==> config.mk <==
export PLATFORM = sky130hd
export DESIGN_NAME = tces_ram
export DESIGN_NICKNAME = d
export VERILOG_FILES = /design/src/rtl/tces_pkg.sv /design/src/rtl/tces_ram.sv
export SDC_FILE = /design/constraint.sdc
export NUM_CORES = 1
export LEC_CHECK = 0
export BUFFER_PORTS_ARGS = -buffer_cell sky130_fd_sc_hd__buf_2
export CELL_PAD_IN_SITES_DETAIL_PLACEMENT = 1
export CELL_PAD_IN_SITES_GLOBAL_PLACEMENT = 1
export CORE_MARGIN = 2
export CORE_UTILIZATION = 40
export CTS_BUF_LIST = sky130_fd_sc_hd__clkbuf_4
export DETAILED_ROUTE_END_ITERATION = 8
export PLACE_DENSITY = 0.78
export SYNTH_ARGS = -nofsm -noshare
export SYNTH_HDL_FRONTEND = slang
export SYNTH_SLANG_ARGS = --single-unit
==> constraint.sdc <==
create_clock -name clk -period 3.1 [get_ports clk]
set_input_delay 0.62 -clock clk [delete_from_list [all_inputs] [get_ports clk]]
set_output_delay 0.62 -clock clk [all_outputs]
set_load 0.02 [all_outputs]
==> src/rtl/tces_pkg.sv <==
`default_nettype none

package tces_pkg;

  localparam int BARREL_CELL_THETA_DEF = 11;
  localparam int BARREL_CELL_PHI_DEF   = 30;
  localparam int ENDCAP_CELL_PHI_DEF   = 32;
  localparam int SUM_WIDTH_DEF         = 40;

  localparam int CELL_ENERGY_W = 40;
  // adc (12 bits) times gain (16 bits), shifted left by at most 6.
  localparam int PROD_W        = 34;

  typedef enum logic [1:0] {
    ACT_CLEAR = 2'd0,
    ACT_ADD   = 2'd1,
    ACT_READ  = 2'd2,
    ACT_NONE  = 2'd3
  } action_t;

  typedef enum logic [1:0] {
    PART_EAST   = 2'd0,
    PART_BARREL = 2'd1,
    PART_WEST   = 2'd2,
    PART_NONE   = 2'd3
  } part_t;

  localparam logic [1:0] RANGE_X2  = 2'd0;
  localparam logic [1:0] RANGE_X16 = 2'd1;

  typedef struct packed {
    action_t      action;
    part_t        part;
    logic [5:0]   crystal_ring;
    logic [6:0]   crystal_phi;
    logic [11:0]  crystal_adc;
    logic [1:0]   measure_range;
    logic [15:0]  crystal_gain;
    logic [3:0]   read_theta;
    logic [4:0]   read_phi;
  } item_t;

  typedef struct packed {
    logic [1:0]               cell_part;
    logic [3:0]               cell_theta;
    logic [4:0]               cell_phi;
    logic [CELL_ENERGY_W-1:0] cell_energy;
    logic                     saturated;
    logic                     bad_address;
  } result_t;

  // Cell location before masking; the endcap phi cell of an add can reach 63.
  typedef struct packed {
    logic       bad;
    logic [3:0] theta;
    logic [6:0] phi;
  } cell_loc_t;

endpackage

`default_nettype wire

==> src/rtl/tces_ram.sv <==
`default_nettype none

module tces_ram import tces_pkg::*; #(
  parameter int WIDTH = SUM_WIDTH_DEF,
  parameter int DEPTH = 2,
  localparam int AW = (DEPTH > 1) ? $clog2(DEPTH) : 1
) (
  input  wire logic             clk,
  input  wire logic             we,
  input  wire logic [AW-1:0]    waddr,
  input  wire logic [WIDTH-1:0] wdata,
  input  wire logic [AW-1:0]    raddr,
  output logic      [WIDTH-1:0] rdata
);

  logic [WIDTH-1:0] mem [DEPTH];

  always_ff @(posedge clk) begin
    if (we) begin
      mem[waddr] <= wdata;
    end
    rdata <= mem[raddr];
  end

endmodule

`default_nettype wire

After elaboration in Yosys (flattened, before gate mapping)
Memories as Yosys holds them, arrays and structs flattened. A register that Yosys moved wholly into a read port is not among the register bits.
Cells that the tools add are included.
Widths: inputs -> output; s select.
{"block": "word_totals", "output_inout_bits": 40, "reg_bits": 0, "ramBits": 80, "mem_bits_ro": 0, "memories": 1, "word_cells": 3, "inputBits": 44, "latch_bits": 0}
{"name": "mem", "depth": 2, "width": 40, "rd": 1, "rd_ports_with_merged_regs": 1, "wr": 1, "line_no": "tces_ram.sv:16", "source": "logic [WIDTH-1:0] mem [DEPTH];"}
{"block": "classes", "n_bitwise": 0, "mul": 0, "n_lt_le_gt_ge": 0, "n_reduce_logical": 0, "eq_ne": 0, "muxes": 2, "n_div": 0, "shifts": 0, "add_sub_neg": 0}
{"operator": "$mux 1", "n": 2}

Depth between registers and ports, before layout
{"block": "depth", "ltp_word": 2, "depth_mapped": 2, "ltp_nobuf": 1}

Least setup slack after synthesis
Ideal clock, no wire load.
{"block": "synth_path", "path_kind": "in2reg", "start": "input port waddr", "end": "memory mem[0][0] in the netlist's numbering, enable pin", "required_time_ps": 2657, "arrival_ps": 2425, "setup_ps": 443, "slack_ps": 233, "cell_stages": 1, "n_path_buf": 0, "path_cell_list": "nor2b_1"}
{"element": "start, declared", "line_no": "tces_ram.sv:10", "source": "input wire logic [AW-1:0] waddr,"}
{"element": "end, declared", "line_no": "tces_ram.sv:16"}
Straight into the memory's write port.

Worst setup path after layout
{"block": "layout_path", "start": "register rdata[39] (read register of mem)", "end": "output port rdata[39]"}
{"element": "start, declared", "line_no": "tces_ram.sv:13", "source": "output logic [WIDTH-1:0] rdata"}
No word-level cell between the ends.

==> metrics.cfg <==
[worst_setup_path]
crit_type = flop to output pin
cp_cell_sequence = buf_2
endpoint_kind = output pin
path_buf_inv = 1
cp.required_ns = 2.48
worstPathArrival_ns = 1.00
cpMaxStageDelayCell = dfxtp_1
critPathLaunchType = flop
cp_max_fo = 1
critPathTopFamily = flip-flops
cpPeakStageDelay_ns = 0.35
r2r_slack_ns = 2.32

[sta]
setup_viol = 0
rsz0062_at_grt = no
worst_pin_slew_ns = 0.977
fin_crit_ns = 1.62
report.final.slew_viol_count = 0
finalHoldViolations = 0
hold_ws_ns = 0.312
skew_ns = 0.0165
fin_crit_sh_pct = 52.2
relSlewSlack_pct = 34.9
clock.fmax_mhz = 618
tns_ns = 0

[yosys]
netlist_area_um2 = 3710
synth_nets = 210
ys.warnings.count = 0
synth.avg_cell_area_um2 = 22.4
syn_inst = 166
synth.yosys.seq_area_share_pct = 86.3
ys_seq_elements = 120
synth_cell_types = 6

[global_route]
grt_pass1_vias = 1910
track_usage_pct = 13.0
antenna_found_initial = 0
overflow = 0
grt_pass1_wl_um = 9610
grt_max_degree = 41

[drt]
vias_per_cell = 4.60
wl_per_cell_um = 15.5
vias = 1797
antenna_left = 0
wirelength_um = 6070
drtPass1Iterations = 4
first_iter_violations = 62
post-route-drc-count = 0

[die]
die_y_um = 100
die-area_um2 = 10100
fp.coreArea_um2 = 9110
io_pins = 84
start_util_pct = 40.7
fp-row-count = 35
die_x_um = 100

[cells_and_area]
n_antenna_cell = 0
final_nets = 311
syn2layout_area_growth_pct = 22.8
fillers = 875
final_cell_mix = 83 x buf_2, 80 x edfxtp_1, 40 x mux2_2, 40 x dfxtp_1, 17 x clkbuf_4
multi_input_area_um2 = 472
final_common_cell = buf_2
regArea_um2 = 3200
drive_gt1_share_pct = 56.8

[placed_design]
dp_hpwl_um = 3750
io_buffer_count = 83
globalplace.congestion = 0.600

[cts]
root_buffer = clkbuf_4
cts_buffer_depth = 2
clk_pin_slew_ns = 0.12
clock_latency_ns = 0.49
cts_sinks = 120
hold_buffers = 0
cts_setup_buffers = 0
cts_buffers = 17
h-tree-depth = 4
cts_tree = yes
post_cts_resize_count = 0

[pwr]
power.leakage_uw = 0.00175
pwr_density_cell_nw_per_um2 = 712
vdd_ir_drop_max_v = 0.000378

[hold_path]
hold_class = primary input to flop

[run]
maxCapViolations = 0

[outcome]
status = complete, no violations

==> per-layer routing <==
| layer | track usage (%) | wire, um | vias to the layer above |
|---|---|---|---|
| li1 | - | - | 842 |
| met1 | 15.1 | 2570 | 885 |
| met2 | 20.9 | 3080 | 62 |
| met3 | 6.20 | 338 | 8 |
| met4 | 5.37 | 73 | 0 |
| met5 | 0 | 0 | - |
==> registers in the layout, summed over array words and instances (netlist names) <==
| signal | cells |
|---|---|
| mem | 80 |
| rdata | 40 |
==> cell usage after synthesis <==
cell / instances / area (um^2)
dfxtp_1: 40 / 801
buf_6: 4 / 45.0
mux2_2: 40 / 450
edfxtp_1: 80 / 2400
and2_1: 1 / 6.26
nor2b_1: 1 / 6.26
==> cell type report <==
| type | instances | share of cell area, % |
|---|---|---|
| flip-flops and latches | 120 | 70.3 |
| multi-input cells | 42 | 10.4 |
| repair buffers | 86 | 9.61 |
| clock inverters | 15 | 3.87 |
| well taps | 111 | 3.05 |
| clock buffers | 17 | 2.80 |
==> power breakdown <==
group | switching [uW] | internal [uW]
logic | 137 | 96.5
registers | 27.1 | 1830
clock network | 590 | 562
==> cell families (layout without fill, tap and decap cells) <==
family,count (synthesis),count (layout),share of synthesized area [%]
muxes,40,40,12.1
and+or+nand+nor,2,2,0.337
DFF,120,120,86.3
buffers and inverters,4,118,1.21
==> path summary, 6_finish.rpt <==
check | cells past startpoint | endpoint | startpoint
worst max register to register | 1 | rdata[19] | mem[1][19]
worst min register to register | 1 | rdata[39] | mem[0][39]
worst max-delay path | 1 | rdata[39] | rdata[39]
worst min-delay path | 1 | mem[0][5] | wdata[5]
==> per-stage QoR <==
step	power [uW]	utilization [%]	instance area (um^2)	std cells	setup slack, ns
after floorplan	2030	-	3710	166	0.233
after global placement	2120	46.7	4250	359	1.11
after detailed placement	2130	46.7	4250	359	1.08
after CTS	3300	50.0	4560	391	1.43
after global routing	3390	50.0	4560	391	1.39
final	3240	50.0	4560	391	1.48
(Power assumes the default switching activity.)
