File: config.mk
export PLATFORM = sky130hd
export DESIGN_NAME = tces_cell_map
export DESIGN_NICKNAME = d
export VERILOG_FILES = /design/src/rtl/tces_pkg.sv /design/src/rtl/tces_cell_map.sv
export SDC_FILE = /design/constraint.sdc
export NUM_CORES = 1
export LEC_CHECK = 0
export BUFFER_PORTS_ARGS = -buffer_cell sky130_fd_sc_hd__buf_2
export CAP_MARGIN = 0
export CORE_MARGIN = 2
export CORE_UTILIZATION = 45
export DETAILED_ROUTE_END_ITERATION = 10
export GPL_TIMING_DRIVEN = 0
export PLACE_DENSITY = 0.68
export SLEW_MARGIN = 20
export SYNTH_ARGS = -nofsm -noshare
export SYNTH_HDL_FRONTEND = slang
export SYNTH_SLANG_ARGS = --single-unit
File: constraint.sdc
create_clock -name vclk -period 10.95
set_clock_uncertainty 0.05 [all_clocks]
set_input_delay 1.6425 -clock vclk [all_inputs]
set_output_delay 1.6425 -clock vclk [all_outputs]
set_load 0.03 [all_outputs]
File: src/rtl/tces_pkg.sv
`default_nettype none

package tces_pkg;

  localparam int BARREL_CELL_THETA_DEF = 11;
  localparam int BARREL_CELL_PHI_DEF   = 30;
  localparam int ENDCAP_CELL_PHI_DEF   = 32;
  localparam int SUM_WIDTH_DEF         = 40;

  localparam int CELL_ENERGY_W = 40;
  // adc (12 bits) times gain (16 bits), shifted left by at most 6.
  localparam int PROD_W        = 34;

  typedef enum logic [1:0] {
    ACT_CLEAR = 2'd0,
    ACT_ADD   = 2'd1,
    ACT_READ  = 2'd2,
    ACT_NONE  = 2'd3
  } action_t;

  typedef enum logic [1:0] {
    PART_EAST   = 2'd0,
    PART_BARREL = 2'd1,
    PART_WEST   = 2'd2,
    PART_NONE   = 2'd3
  } part_t;

  localparam logic [1:0] RANGE_X2  = 2'd0;
  localparam logic [1:0] RANGE_X16 = 2'd1;

  typedef struct packed {
    action_t      action;
    part_t        part;
    logic [5:0]   crystal_ring;
    logic [6:0]   crystal_phi;
    logic [11:0]  crystal_adc;
    logic [1:0]   measure_range;
    logic [15:0]  crystal_gain;
    logic [3:0]   read_theta;
    logic [4:0]   read_phi;
  } item_t;

  typedef struct packed {
    logic [1:0]               cell_part;
    logic [3:0]               cell_theta;
    logic [4:0]               cell_phi;
    logic [CELL_ENERGY_W-1:0] cell_energy;
    logic                     saturated;
    logic                     bad_address;
  } result_t;

  // Cell location before masking; the endcap phi cell of an add can reach 63.
  typedef struct packed {
    logic       bad;
    logic [3:0] theta;
    logic [6:0] phi;
  } cell_loc_t;

endpackage

`default_nettype wire

File: src/rtl/tces_cell_map.sv
`default_nettype none

module tces_cell_map import tces_pkg::*; #(
  parameter int BARREL_CELL_THETA = BARREL_CELL_THETA_DEF,
  parameter int BARREL_CELL_PHI   = BARREL_CELL_PHI_DEF,
  parameter int ENDCAP_CELL_PHI   = ENDCAP_CELL_PHI_DEF,
  parameter int AW                = 9
) (
  input  wire item_t       item,
  output cell_loc_t        loc,
  output logic    [AW-1:0] addr
);

  localparam int BARREL_CELLS = BARREL_CELL_THETA * BARREL_CELL_PHI;

  logic [13:0] div3_prod;
  logic [14:0] div5_prod;
  logic [6:0]  phi_div3;
  logic [4:0]  phi_div5;
  logic [6:0]  phi_mod5;
  logic [6:0]  endcap_phi;

  logic        loc_bad;
  logic [3:0]  loc_theta;
  logic [6:0]  loc_phi;

  // Reciprocal multiplies; exact for every 7-bit phi.
  assign div3_prod = 14'(item.crystal_phi) * 14'd43;
  assign div5_prod = 15'(item.crystal_phi) * 15'd205;
  assign phi_div3  = 7'(div3_prod >> 7);
  assign phi_div5  = 5'(div5_prod >> 10);
  assign phi_mod5  = item.crystal_phi - 7'(phi_div5) * 7'd5;

  always_comb begin
    if (item.crystal_ring < 6'd2) begin
      endcap_phi = item.crystal_phi >> 1;
    end else if (item.crystal_ring == 6'd2) begin
      endcap_phi = 7'({phi_div5, 1'b0}) + 7'(phi_mod5 > 7'd1);
    end else if (item.crystal_ring == 6'd3) begin
      endcap_phi = 7'({phi_div5, 1'b0}) + 7'(phi_mod5 > 7'd2);
    end else begin
      endcap_phi = phi_div3;
    end
  end

  always_comb begin
    loc_theta = '0;
    loc_phi   = '0;
    if (item.action == ACT_ADD) begin
      if (item.part == PART_BARREL) begin
        loc_theta = item.crystal_ring[5:2];
        loc_phi   = {2'b00, item.crystal_phi[6:2]};
      end else if (item.part != PART_NONE) begin
        loc_phi   = endcap_phi;
      end
    end else begin
      loc_theta = item.read_theta;
      loc_phi   = {2'b00, item.read_phi};
    end
  end

  always_comb begin
    loc_bad = 1'b0;
    addr    = '0;
    unique case (item.part) inside
      PART_BARREL: begin
        if (32'(loc_theta) >= BARREL_CELL_THETA || 32'(loc_phi) >= BARREL_CELL_PHI) begin
          loc_bad = 1'b1;
        end else begin
          addr = AW'(32'(loc_theta) * BARREL_CELL_PHI + 32'(loc_phi));
        end
      end
      PART_EAST, PART_WEST: begin
        if (loc_theta != 4'd0 || 32'(loc_phi) >= ENDCAP_CELL_PHI) begin
          loc_bad = 1'b1;
        end else if (item.part == PART_EAST) begin
          addr = AW'(BARREL_CELLS + 32'(loc_phi));
        end else begin
          addr = AW'(BARREL_CELLS + ENDCAP_CELL_PHI + 32'(loc_phi));
        end
      end
      default: begin
        loc_bad = 1'b1;
      end
    endcase
  end

  assign loc = {loc_bad, loc_theta, loc_phi};

endmodule

`default_nettype wire

Yosys cells after proc, flatten, opt, wreduce, memory -nomap -nowiden
Cells that the tools add are included.

storage, ports and cells
  register bits after elaboration = 0
  input bits = 56
  output and inout bits = 21
  logic and storage cells = 42

cells by class
  $add $sub $neg = 6
  multipliers = 4
  magnitude comparators = 6
  equality and inequality tests = 6
  multiplexer cells = 15
  reductions and logical operators = 5

operators with widths
  cell                    count
  $mux W7                 6
  $mux W9                 3
  $add A9 B7 Y9 const A   2
  $pmux W9 S2             1
  $mul A7 B8 Y15 const B  1
  $add A6 B1 Y7           2
  $mul A7 B6 Y13 const B  1
  $eq A6 B2 Y1 const B    2
  $add A9 B7 Y9           1
  $mul A4 B4 Y8 const B   1
  $mux W4                 2
  $ge A7 B5 Y1 const B    1
  $ge A7 B6 Y1 const B    1
  $gt A7 B1 Y1 const B    1
  $gt A7 B2 Y1 const B    1
  $mul A5 B3 Y7 const B   1
  $sub A7 B7 Y7           1
  $lt A6 B2 Y1 const B    1
  $eq A2 B1 Y1 const B    2
  $ge A4 B4 Y1 const B    1
  $reduce_bool A4 Y1      1
  $eq A2 B2 Y1 const B    1
  $logic_not A2 Y1        1
  $logic_or A1 B1 Y1      2
  other kinds (4)         5

Logic depth before layout (Yosys ltp)
Gate-level depths: netlist (run 1).

  word-level depth = 15
  mapped depth = 27

Worst setup path before layout (run 1)
OpenSTA, ideal clock, no wires.

  path type = in2out
  from = in item[43] (netlist name)
  to = out addr[5]
  arrival = 7,387 ps
  slack = 1,871 ps
  stages = 24
  buffers on the path = 0
  cell sequence = ha_1 -> ha_1 -> fa_1 -> inv_1 -> fa_1 -> inv_1 -> ha_1 -> a21oi_1 -> o32ai_4 -> a311o_1 -> nand3_1 -> inv_1 -> ha_1 -> fa_1 -> inv_1 -> ha_1 -> a21boi_0 -> o21ai_0 -> a21oi_1 -> xnor2_1 -> xnor2_1 -> o211ai_2 -> a21oi_4 -> o31ai_1

on the way
  cells in the longest elaborated chain, start to end = 15
  elaborated cells on any way between the ends = 25
  classes of those cells = add/sub (6); mul (3); order compare (4); mux (10); reduce/logical (2)

ends and longest elaborated chain
  element                                RTL line                                  source
  from (decl)                            tces_cell_map.sv:9                        input wire item_t item,
  $mul A7 B8 Y15                         tces_cell_map.sv:29                       assign div5_prod = 15'(item.crystal_phi) * 15'd205;
  $mul A5 B3 Y7                          tces_cell_map.sv:32                       assign phi_mod5 = item.crystal_phi - 7'(phi_div5) * 7'd5;
  $sub A7 B7 Y7                          tces_cell_map.sv:32
  $gt A7 B2 Y1                           tces_cell_map.sv:40                       endcap_phi = 7'({phi_div5, 1'b0}) + 7'(phi_mod5 > 7'd2);
  $add A6 B1 Y7                          tces_cell_map.sv:40
  $mux W7                                tces_cell_map.sv:39                       end else if (item.crystal_ring == 6'd3) begin
  $mux W7                                tces_cell_map.sv:37                       end else if (item.crystal_ring == 6'd2) begin
  $mux W7                                tces_cell_map.sv:35                       if (item.crystal_ring < 6'd2) begin
  $mux W7                                tces_cell_map.sv:53                       end else if (item.part != PART_NONE) begin
  $mux W7 (*)                            tces_cell_map.sv:50                       if (item.part == PART_BARREL) begin
  $mux W7 (*)                            tces_cell_map.sv:49                       if (item.action == ACT_ADD) begin
  $add A9 B7 Y9 (tied with other cells)  tces_cell_map.sv:79                       addr = AW'(BARREL_CELLS + ENDCAP_CELL_PHI + 32'(loc_phi));
  $mux W9 (tied with other cells)        tces_cell_map.sv:76                       end else if (item.part == PART_EAST) begin
  $mux W9, on equally long branches      tces_cell_map.sv:74, tces_cell_map.sv:67
  $pmux W9 S2 (*)                        tces_cell_map.sv:65                       unique case (item.part) inside
  to (decl)                              tces_cell_map.sv:11                       output logic [AW-1:0] addr

Mark *: on every way between the ends. The rest lies on a longest branch, timed or not.

Worst setup path after layout (run 1)
  from = in item[43] (netlist name)
  to = out loc[11] (netlist name)

on the way
  cells in the longest elaborated chain, start to end = 15
  elaborated cells on any way between the ends = 21
  classes of those cells = add/sub (3); mul (3); order compare (4); mux (9); reduce/logical (2)

ends and longest elaborated chain
  element                                       RTL line                                  source
  $mul A7 B8 Y15                                tces_cell_map.sv:29
  $mul A5 B3 Y7                                 tces_cell_map.sv:32
  $sub A7 B7 Y7                                 tces_cell_map.sv:32
  $gt A7 B2 Y1                                  tces_cell_map.sv:40
  $add A6 B1 Y7                                 tces_cell_map.sv:40
  $mux W7                                       tces_cell_map.sv:39
  $mux W7                                       tces_cell_map.sv:37
  $mux W7                                       tces_cell_map.sv:35
  $mux W7                                       tces_cell_map.sv:53
  $mux W7 (*)                                   tces_cell_map.sv:50
  $mux W7 (*)                                   tces_cell_map.sv:49
  $ge A7 B6 Y1 or $ge A7 B5 Y1 (tied branches)  tces_cell_map.sv:74, tces_cell_map.sv:67
  $logic_or A1 B1 Y1, on equally long branches  tces_cell_map.sv:74, tces_cell_map.sv:67
  $mux W1, on equally long branches             tces_cell_map.sv:74, tces_cell_map.sv:67
  $pmux W1 S2 (*)                               tces_cell_map.sv:65
  to (decl)                                     tces_cell_map.sv:10                       output cell_loc_t loc,

Marked as above.

==> impl_results.md, run 1 <==
- Status: finished clean
- Crit end category: output pin
- RSZ-0062 raised after global routing: no
- Yosys cell types: 72
- Total Power: roughly 0.68 mW
- Die Wd: 93.1 um
- Met2 wire len: between 3000 and 4000 um
- DP HPWL: around 7300 um
- Post-CTS setup buffer count: 0
- Synth top area share: 0.305
- Critical path launch point type: primary input
- Sw Pwr: between 0.3 and 0.4 mW
- Post-route cell area: 3930 um^2
- Core box area: 7730 um^2
- Top sig layer: met4
- Actual slew at the worst max-slew pin: 782 ps
- Num sequential: 0
- Commonest non-fill, non-tap cell in the layout: ha_1
- WL/cell: ~14 um
- Final period utilization: 0.879
- Met3 routed WL: 358 um
- FF+latch area: 0 um^2
- Biggest area consumer among synthesized cells: ha_1
- WP buf/inv: 7
- Final Setup Violations: 0
- Share of cells above drive strength 1: 0.156
- Sequential element share of the synthesized area: 0
- Starting Density: 0.462
- Cell row count: 32
- DR iter-0 viols: around 140
- Min-Delay Path Class: in -> out
- Leakage: 2.06 nW
- Met1 wire length: 4170 um
- Initial DRT Pass Iterations: 4
- Kind of critical path: in -> out
- Synth warn: 0
- Clock buffers: 0
- Cell chain of the critical path: buf_2 > ha_1 > ha_1 > fa_1 > inv_1 > fa_1 > inv_1 > ha_1 > a21oi_1 > o32ai_4 > a311o_1 > nand3_1 > inv_1 > ha_1 > fa_1 > inv_1 > ha_1 > or4_1 > a211oi_2 > o211ai_2 > a21oi_4 > o21a_1 > buf_4 > buf_2
- GP Congestion: 0.891
- Synthesized instance count: 437
- Port Buffers: 45
- Vias in the first global route: approximately 3.1k
- Fmax: 104 MHz
- Ranking of synthesized cells by area: ha_1, fa_1, inv_1
- Fill count: 775
- I/O pins: 77
- Initial antenna violation count: 0
- Post-CTS Resized: 0
- Crit path max fanout: 8
- Full die area: 8670 um^2
- Final Hold Viols: 0
- Via density: approximately 5.5
- Fin Setup TNS: 0 ps
- Final Non-Filler Cells: just under 600
- Worst vdd ir: 0.0990 mV
- GR Overflow Total: 0
- DRC: 0
- Seq pwr share: 0
- First-pass GRT wire length: ~15,000 um
- Largest net degree at the start of global routing: 11
- Detailed-route via count: 3,234
- Crit-path slowest cell: or4_1
- Req. time, crit path: 9260 ps
- Tmin final: just under 10,000 ps
- P_int: 0.291 mW
- Post-DP Area: 3930 um^2
- Gr usage total: 0.203
- Max Slew Vio Count: 0
- Worst EP arrival: 7930 ps
- Mapped Area: between 3000 and 4000 um^2
- Number of max-cap violations: 0
- Clock network power share: 0
- Most numerous cell on the critical path: ha_1
- Syn Area/Cell: 8.17 um^2
- PD cells: around 170 nW/um^2
- Die H: 93.1 um
- Layout area overhead: 9.88%
- Worst slew margin: 0.474
- CTS Hold Bufs: 0
- Final Net Count: about 650
- Syn nets: 604
- Switch share: 0.571
- Routed WL: 8380 um
- Dpl cells: 584
- Combinational share of power: 1.000
- Crit path max-delay family: adder cells
- Most frequent cells in the layout: ha_1, inv_1, buf_2
- Delay of the slowest critical-path stage: approximately 550 ps
- N_diodes: 0
- Post-DRT Antenna Nets: 0
## Yosys cell counts (8+ instances only)
cell type	n
fa_1	24
inv_1	85
o21ai_0	15
nor2_1	17
a21o_1	9
a22oi_1	8
xnor2_1	15
ha_1	87
o31ai_1	8
a21oi_1	23
nand3_1	15
nand2_1	15
## logic make-up after synthesis
group / after synthesis / synth area share
XOR/XNOR: 21 / 0.0515
AO/OA/AOI/OAI: 113 / 0.243
AND/OR/NAND/NOR: 97 / 0.153
other: 1 / 0.00105
multiplexers: 2 / 0.00560
adder cells (fa/ha/maj): 111 / 0.439
buffers and inverters: 92 / 0.106
## layout make-up
class,count,area (um^2),share of cell area
multi-input combinational,345,3190,0.813
inverter,85,319,0.0813
tap,102,128,0.0325
timing repair buffer,45,225,0.0574
buffer,7,61.3,0.0156
## routing by layer
layer | up-vias | global-route usage
met5 | - | 0
met4 | 0 | 0.0123
met3 | 2 | 0.00564
met2 | 75 | 0.344
met1 | 1516 | 0.301
li1 | 1641 | -
## per-stage QoR
step                       util  hold WS (ps)  setup slack (ps)
after floorplan               -          3460              1870
after global placement    0.508          3780              1340
after detailed placement  0.508          3780              1310
after CTS                 0.508          3790              1290
after global routing      0.508          3840               889
final                     0.508          3780              1320
## worst min-delay path, cell delays in order
cell	delay, ps
buf_2	160
a2111oi_4	70
nand2_1	80
o31ai_2	60
buf_2	170
## power by group through the flow
stage	sequential (mW)	clock (mW)	combinational, mW
finish	0	0	0.679
global route	0	0	0.778
CTS	0	0	0.682
detailed placement	0	0	0.676
global placement	0	0	0.659
floorplan	0	0	0.547
## final timing paths
kind                      from       to  cells past startpoint
worst min-delay path  item[52]  addr[2]                      5
worst max-delay path  item[43]  loc[11]                     24
Power figures use the tool's default switching activity.
==> run 2: changes to the inputs <==
--- a/config.mk
+++ b/config.mk
@@ -11,7 +11,7 @@
 export CORE_UTILIZATION = 45
 export DETAILED_ROUTE_END_ITERATION = 10
 export GPL_TIMING_DRIVEN = 0
-export PLACE_DENSITY = 0.68
+export PLACE_DENSITY = 0.78
 export SLEW_MARGIN = 20
 export SYNTH_ARGS = -nofsm -noshare
 export SYNTH_HDL_FRONTEND = slang
==> impl_results.md, run 2 (synthesis gave the netlist of run 1 again) <==
- Final period utilization: 0.882
- Actual slew at the worst max-slew pin: 808 ps
- Leakage: approximately 2 nW
- PD cells: 174 nW/um^2
- Cell row count: 32
- Crit path max-delay family: adder cells
- Delay of the slowest critical-path stage: roughly 560 ps
- GR Overflow Total: 0
- Num sequential: 0
- Req. time, crit path: 9260 ps
- Most numerous cell on the critical path: ha_1
- Crit-path slowest cell: or4_1
- Kind of critical path: in -> out
- I/O pins: 77
- Tmin final: ~9700 ps
- Hold Slack: 3800 ps
- WL/cell: roughly 15 um
- CTS Hold Bufs: 0
- Layout area overhead: 9.88%
- Initial DRT Pass Iterations: 4
- Via density: 5.59
- Port Buffers: 45
- Crit path max fanout: 8
- Largest net degree at the start of global routing: 11
- DR iter-0 viols: 117
- Worst EP arrival: between 7000 and 8000 ps
- Critical path launch point type: primary input
- Fmax: around 100 MHz
- DRC: 0
- Worst slew margin: 0.457
- Crit end category: output pin
- FF+latch area: 0 um^2
- Max Slew Vio Count: 0
- Full die area: approximately 8700 um^2
- Final Net Count: 651
- Detailed-route via count: 3,262
- Post-DRT Antenna Nets: 0
- Die H: approximately 93 um
- Worst vdd ir: 0.0746 mV
- Vias in the first global route: about 3.2k
- Min-Delay Path Class: in -> out
- Number of max-cap violations: 0
- N_diodes: 0
- Die Wd: approximately 93 um
- Post-CTS setup buffer count: 0
- Commonest non-fill, non-tap cell in the layout: ha_1
- First-pass GRT wire length: 14,300 um
- Gr usage total: 0.198
- Core box area: 7730 um^2
- Final Hold Viols: 0
- Routed WL: 8480 um
- Fin Setup TNS: 0 ps
- DP HPWL: 7430 um
- Post-CTS Resized: 0
- Cell chain of the critical path: buf_2 > ha_1 > ha_1 > fa_1 > inv_1 > fa_1 > inv_1 > ha_1 > a21oi_1 > o32ai_4 > a311o_1 > nand3_1 > inv_1 > ha_1 > fa_1 > inv_1 > ha_1 > or4_1 > a211oi_2 > o211ai_2 > a21oi_4 > o21a_1 > buf_4 > buf_2
- RSZ-0062 raised after global routing: no
- WP buf/inv: 7
- Initial antenna violation count: 0
- GP Congestion: 0.901
- Status: finished clean
- Share of cells above drive strength 1: 0.156
- Starting Density: 0.462
- Fill count: 750
- Final Setup Violations: 0
- Clock buffers: 0
- Most frequent cells in the layout: ha_1, inv_1, buf_2
-- run 2: final timing paths --
path / from / end / slack, ps / depth (start not counted)
setup / recovery: item[43] / loc[11] / 1290 / 24
hold / removal: item[52] / addr[6] / 3800 / 5
-- run 2: final cells by class --
class / instances / area, um^2 / share of cell area
tap: 102 / 128 / 0.0325
multi-input combinational: 345 / 3190 / 0.813
inverter: 85 / 319 / 0.0813
buffer: 7 / 61.3 / 0.0156
timing repair buffer: 45 / 225 / 0.0574
-- run 2: where the power goes --
| group | total (mW) | internal [mW] | switching (mW) |
|---|---|---|---|
| registers | 0 | 0 | 0 |
| logic | 0.685 | 0.292 | 0.393 |
| clock network | 0 | 0 | 0 |
-- run 2: metrics by stage --
stage	area, um^2	setup slack [ps]	instances	total power, mW	util
final	3930	1290	584	0.685	0.508
after CTS	3930	1300	584	0.686	0.508
after global placement	3930	1390	584	0.653	0.508
after global routing	3930	987	584	0.772	0.508
after detailed placement	3930	1310	584	0.679	0.508
after floorplan	3570	1870	437	0.547	-
-- run 2: tightest hold or removal path, delay by kind of cell --
family,cells,cell delay (ps)
buffers and inverters,2,330
AO/OA/AOI/OAI,3,240
-- run 2: per-layer routing --
metal / track usage / wire [um] / up-vias
li1: - / - / 1635
met1: 0.272 / 3960 / 1545
met2: 0.355 / 4090 / 74
met3: 0.00725 / 313 / 8
met4: 0.0257 / 117 / 0
met5: 0 / 0 / -
==> run 3: changes to the inputs <==
--- a/config.mk
+++ b/config.mk
@@ -6,7 +6,8 @@
 export NUM_CORES = 1
 export LEC_CHECK = 0
 export BUFFER_PORTS_ARGS = -buffer_cell sky130_fd_sc_hd__buf_2
-export CAP_MARGIN = 0
+export CAP_MARGIN = 10
+export CORE_ASPECT_RATIO = 0.75
 export CORE_MARGIN = 2
 export CORE_UTILIZATION = 45
 export DETAILED_ROUTE_END_ITERATION = 10
==> impl_results.md, run 3 (synthesis gave the netlist of run 1 again) <==
- Detailed-route via count: 3,316
- First-pass GRT wire length: 14,500 um
- Fmax: about 100 MHz
- Vias in the first global route: between 3k and 4k
- Final period utilization: 0.891
- Crit path max-delay family: adder cells
- FF+latch area: 0 um^2
- Cell chain of the critical path: buf_2 > ha_1 > ha_1 > fa_1 > inv_1 > fa_1 > inv_1 > ha_1 > a21oi_1 > o32ai_4 > a311o_1 > nand3_1 > inv_1 > ha_1 > fa_1 > inv_1 > ha_1 > or4_1 > a211oi_2 > o211ai_2 > a21oi_4 > o21a_1 > buf_4 > buf_2
- Via density: between 5 and 6
- Kind of critical path: in -> out
- Final Net Count: 651
- Post-CTS Resized: 0
- Largest net degree at the start of global routing: 11
- Share of cells above drive strength 1: 0.156
- Clock buffers: 0
- Most frequent cells in the layout: ha_1, inv_1, buf_2
- DR iter-0 viols: 181
- Hold Path Origin: item[52]
- Crit path max fanout: 8
- Starting Density: 0.457
- Number of max-cap violations: 0
- Num sequential: 0
- Gr usage total: 0.201
- Initial antenna violation count: 0
- Max Slew Vio Count: 0
- DRC: 0
- Status: finished clean
- Worst vdd ir: 0.171 mV
- Worst slew margin: 0.424
- Die Wd: 107 um
- Post-CTS setup buffer count: 0
- Crit end category: output pin
- RSZ-0062 raised after global routing: no
- Full die area: 8670 um^2
- DP HPWL: 7590 um
- Crit-path slowest cell: or4_1
- GP Congestion: 0.899
- WP buf/inv: 7
- Leakage: slightly above 2 nW
- CTS Hold Bufs: 0
- Initial DRT Pass Iterations: 4
- GR Overflow Total: 0
- Core box area: 7810 um^2
- Fin Setup TNS: 0 ps
- Final Hold Viols: 0
- I/O pins: 77
- Layout area overhead: 9.98%
- CP Launch Point: item[43]
- Most numerous cell on the critical path: ha_1
- Commonest non-fill, non-tap cell in the layout: ha_1
- Die H: 81.2 um
- Req. time, crit path: 9260 ps
- Hold Slack: 3790 ps
- Actual slew at the worst max-slew pin: 857 ps
- Critical path launch point type: primary input
- Final Setup Violations: 0
- Delay of the slowest critical-path stage: 560 ps
- Cell row count: 28
- Final core occ: 0.503
- Worst EP arrival: slightly above 8000 ps
- Tmin final: 9750 ps
- Min-Delay Path Class: in -> out
- Post-DRT Antenna Nets: 0
- Port Buffers: 45
- N_diodes: 0
- Routed WL: 8680 um
- Total Power: 0.700 mW
- WL/cell: 14.8 um
- PD cells: 178 nW/um^2
-- run 3: worst paths after layout --
kind / cells after the start / end / slack, ps
worst max-delay path: 24 / loc[11] / 1200
worst min-delay path: 5 / addr[2] / 3790
-- run 3: area by class of cell --
| cell class | count | area (um^2) |
|---|---|---|
| inverter | 85 | 319 |
| tap | 105 | 131 |
| multi-input combinational | 345 | 3190 |
| fill | 745 | 3880 |
| buffer | 7 | 61.3 |
| timing repair buffer | 45 | 225 |
-- run 3: per-stage QoR --
stage               setup slack (ps)  std cells  cell area, um^2
CTS                             1180        587             3930
global placement                1360        587             3930
finish                          1200        587             3930
global route                     925        587             3930
detailed placement              1220        587             3930
floorplan                       1870        437             3570
-- run 3: report_power, final --
part           internal (mW)  switching, mW  total [mW]
combinational          0.295          0.405       0.700
sequential                 0              0           0
clock                      0              0           0
total                  0.295          0.405       0.700
-- run 3: per-layer routing --
metal	wire, um	vias to the layer above	part of all wire	GRT usage
met3	435	0	0.050	0.00321
met4	0	0	0	0.00779
li1	-	1641	-	-
met2	4140	86	0.48	0.371
met5	0	-	0	0
met1	4100	1589	0.47	0.277
